<file path="config.mk">
export PLATFORM = sky130hd
export DESIGN_NAME = msm_front_flat
export DESIGN_NICKNAME = d
export VERILOG_FILES = /design/src/sv/msm_pkg.sv /design/src/sv/msm_if.sv /design/src/sv/msm_front.sv /design/src/flat_wrapper.sv
export SDC_FILE = /design/constraint.sdc
export NUM_CORES = 1
export LEC_CHECK = 0
export BUFFER_PORTS_ARGS = -buffer_cell sky130_fd_sc_hd__clkbuf_2
export CAP_MARGIN = 20
export CORE_ASPECT_RATIO = 1.1
export CORE_MARGIN = 2
export CORE_UTILIZATION = 47
export DETAILED_ROUTE_END_ITERATION = 16
export PLACE_DENSITY = 0.84
export SLEW_MARGIN = 0
export SYNTH_ARGS = -nofsm -noshare
export SYNTH_HDL_FRONTEND = slang
export SYNTH_SLANG_ARGS = --single-unit
</file>
<file path="constraint.sdc">
create_clock -name clk -period 2.58 [get_ports clk]
set_input_delay 0.774 -clock clk [delete_from_list [all_inputs] [get_ports clk]]
set_output_delay 0.774 -clock clk [all_outputs]
set_load 0.02 [all_outputs]
</file>
<file path="src/sv/msm_pkg.sv">
// Package for the multi-pattern string matcher.
// Operation and status codes, and the command item passed from front to back.
// No dependencies.
`default_nettype none

package msm_pkg;

  typedef enum logic [1:0] {
    OP_INSERT  = 2'd0,
    OP_END     = 2'd1,
    OP_COMPILE = 2'd2,
    OP_MATCH   = 2'd3
  } op_t;

  typedef enum logic [1:0] {
    ST_OK           = 2'd0,
    ST_NODE_FULL    = 2'd1,
    ST_ID_FULL      = 2'd2,
    ST_NOT_COMPILED = 2'd3
  } status_t;

  localparam int SYM_W = 5;
  localparam int ID_W  = 16;

  typedef struct packed {
    op_t              op;
    logic             sym_ok;
    logic             first;
    logic [SYM_W-1:0] symbol;
    logic [ID_W-1:0]  pattern_id;
  } cmd_t;

endpackage

`default_nettype wire

</file>
<file path="src/sv/msm_if.sv">
// Handshake channels of the matcher: input items and result items.
// Depends on nothing.
`default_nettype none

interface msm_in_if;
  logic        valid;
  logic        ready;
  logic [1:0]  mode;
  logic [4:0]  symbol;
  logic        first;
  logic [15:0] pattern_id;
  modport source(output valid, mode, symbol, first, pattern_id, input ready);
  modport sink(input valid, mode, symbol, first, pattern_id, output ready);
endinterface


`default_nettype wire

</file>
<file path="src/sv/msm_front.sv">
// Front of the matcher: accepts input items, decodes them, two-entry queue.
// Depends on msm_pkg and msm_in_if.
`default_nettype none

module msm_front #(
  parameter int ALPHABET = 26
) (
  input  wire logic          clk,
  input  wire logic          rst,
  msm_in_if.sink             item_in,
  output msm_pkg::cmd_t      cmd,
  output logic               cmd_valid,
  input  wire logic          cmd_ready
);
  import msm_pkg::*;

  cmd_t       q [2];
  logic       wp;
  logic       rp;
  logic [1:0] cnt;
  cmd_t       dec;
  logic       push;
  logic       pop;

  always_comb begin
    dec.op         = op_t'(item_in.mode);
    dec.sym_ok     = 32'(item_in.symbol) < 32'(ALPHABET);
    dec.first      = item_in.first;
    dec.symbol     = item_in.symbol;
    dec.pattern_id = item_in.pattern_id;
  end

  assign item_in.ready = cnt != 2'd2;
  assign cmd_valid     = cnt != 2'd0;
  assign cmd           = q[rp];
  assign push          = item_in.valid && item_in.ready;
  assign pop           = cmd_valid && cmd_ready;

  always_ff @(posedge clk) begin
    if (push) begin
      q[wp] <= dec;
    end
  end

  always_ff @(posedge clk) begin
    if (rst) begin
      wp  <= 1'b0;
      rp  <= 1'b0;
      cnt <= 2'd0;
    end else begin
      if (push) wp <= ~wp;
      if (pop)  rp <= ~rp;
      cnt <= cnt + 2'(push) - 2'(pop);
    end
  end

`ifndef SYNTHESIS
  a_cnt_max: assert property (@(posedge clk) disable iff (rst) cnt != 2'd3)
    else $error("queue count overflow");
  a_ptr_gap: assert property (@(posedge clk) disable iff (rst)
    (cnt == 2'd0 || cnt == 2'd2) |-> wp == rp)
    else $error("queue pointers inconsistent");
  a_empty_hold: assert property (@(posedge clk) disable iff (rst)
    (cnt == 2'd0 && !item_in.valid) |=> cnt == 2'd0)
    else $error("queue filled without push");
`endif

endmodule

`default_nettype wire

</file>
<file path="src/flat_wrapper.sv">
// flat-port wrapper written by rule: the top's interface ports become plain ports
module msm_front_flat import msm_pkg::*;
#(
  parameter int ALPHABET = 26
)
  (clk, rst, cmd, cmd_valid, cmd_ready, item_in_valid, item_in_mode, item_in_symbol, item_in_first, item_in_pattern_id, item_in_ready);
  msm_in_if item_in_i ();
  input  wire logic clk;
  input  wire logic rst;
  output msm_pkg::cmd_t cmd;
  output logic cmd_valid;
  input  wire logic cmd_ready;
  input wire logic [$bits(item_in_i.valid)-1:0] item_in_valid;
  input wire logic [$bits(item_in_i.mode)-1:0] item_in_mode;
  input wire logic [$bits(item_in_i.symbol)-1:0] item_in_symbol;
  input wire logic [$bits(item_in_i.first)-1:0] item_in_first;
  input wire logic [$bits(item_in_i.pattern_id)-1:0] item_in_pattern_id;
  output wire logic [$bits(item_in_i.ready)-1:0] item_in_ready;
  assign item_in_i.valid = item_in_valid;
  assign item_in_i.mode = item_in_mode;
  assign item_in_i.symbol = item_in_symbol;
  assign item_in_i.first = item_in_first;
  assign item_in_i.pattern_id = item_in_pattern_id;
  assign item_in_ready = item_in_i.ready;
  msm_front #(.ALPHABET(ALPHABET)) u_core (.clk(clk), .rst(rst), .item_in(item_in_i), .cmd(cmd), .cmd_valid(cmd_valid), .cmd_ready(cmd_ready));
endmodule
</file>
Word-level counts from Yosys, hierarchy flattened
Memories as Yosys holds them, arrays and structs flattened. A register that Yosys moved wholly into a read port is not among the register bits. Index checks and enable logic that the tools add are counted.

Add/subtract/negate cells: 2. Multipliers: 0. Div/mod/pow operators: 0. $lt $le $gt $ge: 1. Equality and inequality tests: 1. Shifts and indexed selects: 0. Muxes and demuxes: 4. Bitwise logic cells: 2. Reduce and logical (&&, ||, !) cells: 3.

Operators with widths (count): less-than comparator 5 bit, second input constant (1); 2-to-1 mux 1 bit (4); adder 2 x 1 -> 2 bit (1); logical AND 1 bit (2); inequality test 2 bit, second input constant (1); inverter 1 bit (2); nonzero test 2 bit (1); subtractor 2 x 1 -> 2 bit (1).

Flip-flop bits (word level): 4. Bits in latches: 0. Memory bits (writable): 50. ROM bits: 0. Output and inout port bits: 27. Memories kept: 1.

Memories: u_core.q (depth 2, width 25, read ports 1, clocked after Yosys merged registers in 1, write ports 1, line msm_front.sv:17) `cmd_t q [2];`.

Longest topological paths before layout
Depth in word-level cells: 4. Gate-level depth with buffers: 7. Depth with buffers taken out: 7.

Worst setup path before layout
Ideal clock, no wire load.

Path type: input -> register. Start point: input port item_in_valid. End point: memory u_core.q[0][0] (netlist bit) (enable). Library setup time: 410 ps. Arrival time: 2069 ps. Required time: 2170 ps. Path slack: 102 ps. Stages on the path: 2. Path through: and2_4 > nor2b_1.

Longest elaborated chain between the ends: 3.

RTL lines: from (decl) (line flat_wrapper.sv:13) `input wire logic [$bits(item_in_i.valid)-1:0] item_in_valid;`; logical AND 1 bit (line msm_front.sv:36) `assign push = item_in.valid && item_in.ready;`; 2-to-1 mux 1 bit (line msm_front.sv:40) `if (push) begin`; 2-to-1 mux 1 bit (implied by the code) (line msm_front.sv:41) `q[wp] <= dec;`; to (decl) (line msm_front.sv:17).

Every way passes these cells.

==> run_results.csv <==
group,metric,value,unit
outcome,status,"finished clean",
detailed_routing,viasPerCell,4.82,
sta,fin_crit,2.18,ns
critical_path,rr_startpoint,"u_core.cnt[1]$_SDFF_PP0_",
final_layout,area_delta_synth_final,20.4,%
critical_path,crit_fanout,14,
grt,grt_pass1_wl,4.72,mm
power,p_leak,0.00104,uW
synth,synth-seq-cells,55,
hold_path,hold_depth,2,
die,fp.coreArea,0.00435,mm^2
grt,antenna_found_initial,0,
detailed_routing,antenna_left,0,
synth,yosysUniqueCellTypes,19,
die,core.rowCount,25,
synth,ys_warn_count,0,
sta,setup_viol,0,
place,gp_congestion,0.658,
die,io_pins,55,
final_layout,final_nets,199,
synth,async_flop_share,0,%
detailed_routing,drt-initial-drc-count,83,
final_layout,num_antenna_cells,0,
cts,clockBufferDepth,2,
cts,path_clk_slew,0.08,ns
cts,cts_tree,"yes",
place,port-buffer-count,54,
synth,synth-edff-count,50,
power,fin_total_pwr,2470,uW
cts,postCtsHoldBufs,0,
place,dp.final_hpwl,2.41,mm
die,dieArea,0.00510,mm^2
synth,synth_commonest_cells,"edfxtp_1 (50), mux2_4 (20), dfxtp_1 (5), mux2_1 (5), nor2_1 (4)",
sta,fmax,459,MHz
detailed_routing,vias,1080,
grt,grt_pass1_vias,1074,
sta,skew,0.00214,ns
sta,hold_viol,0,
cts,worstSkewPairLatency,0.29,ns
synth,postSynthAreaPerCell,20.4,um^2
die,initial_core_util,49.2,%
hold_path,hold_path_class,"flip-flop to flip-flop",
sta,worstMarginPinSlew,0.240,ns
final_layout,drive_gt1_share,51.8,%
power,peakVddDrop,0.510,mV
critical_path,r2r_end,"u_core.cnt[1]$_SDFF_PP0_",
grt,grt-ovfl-total,0,
sta,slew_violations,0,
detailed_routing,wl_per_cell,14.2,um
synth,post-synth-top-count-cell,"edfxtp_1",
synth,synth.area.top_cells,"edfxtp_1 (70%), mux2_4 (14%), dfxtp_1 (4.7%)",
cts,post_cts_buffers,0,
synth,synth_area_leader_cell,"edfxtp_1",
sta,fin_crit_sh,84.4,%
sta,setup_tns,0,ns
synth,ys_seq_area_share,74.9,%
grt,grtUsageTotal,13.2,%
sta,rsz0062_at_grt,"no",
detailed_routing,wirelength,3.19,mm
hold_path,min_from,"u_core.wp$_SDFFE_PP0P_",
detailed_routing,dr.pass1.iters,3,
final_layout,seqCellArea,0.00160,mm^2
critical_path,critical_path_class,"flip-flop to primary output",
cts,htree_num_levels,2,
synth,syn_nets,135,
critical_path,crit_required,1.81,ns
detailed_routing,drt_drc_violations_left,0,
power,p_per_area,960,mW/mm^2
cts,numCtsBuffers,5,
critical_path,cp-start-kind,"flip-flop",
die,fp.dieH,74.7,um
synth,synth_top_area_share,70.3,%
run,cap_viol_max_count,0,
synth,synth_flop_cell,"edfxtp_1",
synth,synthCells,105,
final_layout,nFillCells,327,
place,preCtsSetupSlack,0.520,ns
critical_path,r2r_slack,0.94,ns
sta,slew_headroom,84.0,%
critical_path,cp-end-kind,"primary output",
die,fp.dieW,68.3,um
sta,fin_ws,0.403,ns
cts,cts_resized,0,
critical_path,arrival,1.40,ns
grt,grt_max_degree,17,
cts,ctsRootBufferMaster,"clkbuf_8",
critical_path,worst-r2r-cell-count,7,
cts,clock_sinks,55,
final_layout,multi_input_area,497,um^2
hold_path,whs_endpoint,"u_core.wp$_SDFFE_PP0P_",
synth,synth_area,0.00214,mm^2
-- state kept, by name, indices dropped and copies added, names as in the netlist, named ones only --
name / cells
u_core.cnt: 2
u_core.rp: 1
u_core.wp: 1
u_core.q: 50
-- cells in the final DEF (no fill, tap or decap), types with 2 or more instances in the layout --
cell type,n
nor2_1,4
dfxtp_1,5
nand2b_1,2
inv_1,2
clkinv_1,2
edfxtp_1,50
ha_1,2
mux2_1,5
mux2_4,20
clkbuf_8,5
buf_4,6
clkbuf_2,54
xnor2_1,2
-- worst max-delay path, cell delays in order, from the launching register on --
cell	delay, ns
dfxtp_1	0.33
buf_4	0.26
mux2_1	0.36
clkbuf_2	0.16
-- per-stage QoR --
step	cells	cell area (um^2)	util [%]	hold slack, ns
floorplan	105	2140	-	0.464
global placement	216	2490	57.2	0.484
detailed placement	216	2490	57.2	0.506
CTS	224	2570	59.2	0.517
global route	224	2570	59.2	0.553
finish	224	2570	59.2	0.519
-- cells by family after synthesis --
group | Yosys count | share of synthesized area [%]
adders and majority gates | 2 | 1.17
muxes | 25 | 16.7
AOI/OAI and AO/OA | 3 | 0.937
xor gates and xnor gates | 3 | 1.23
DFF | 55 | 74.9
and+or+nand+nor | 12 | 3.10
buffers and inverters | 5 | 1.93
-- routing by layer --
metal / part of all wire (%) / up-vias / GRT usage, %
met1: 37 / 518 / 13.8
met2: 55 / 38 / 24.1
li1: - / 522 / -
met4: 0.91 / 0 / 5.33
met5: 0 / - / 0
met3: 6.4 / 2 / 4.33
-- power breakdown --
group	switching [uW]	internal, uW
logic	470	393
registers	46.8	1130
clock network	243	184
-- layout make-up --
class	instances	share of cell area, %
flip-flops and latches	55	62.3
multi-input cells	45	19.3
repair buffers	60	12.3
clock buffers	5	2.68
well taps	54	2.63
clock inverters	3	0.584
inverters	2	0.292
-- worst max-delay path by stage --
stage / startpoint / to / slack [ns] / cells past startpoint
4_1_cts: flip-flop / cmd[0] / 0.38 / 3
6_report: flip-flop / cmd[0] / 0.40 / 3
3_5_place_dp: cmd_ready / u_core.cnt[1]$_SDFF_PP0_ / 0.52 / 8
5_1_grt: flip-flop / cmd[0] / 0.34 / 3
2_1_floorplan: item_in_valid / u_core.q[0][0]$_DFFE_PP_ / 0.10 / 2
3_3_place_gp: cmd_ready / u_core.cnt[1]$_SDFF_PP0_ / 0.68 / 8
No activity file was read; power rests on OpenSTA's default activity.
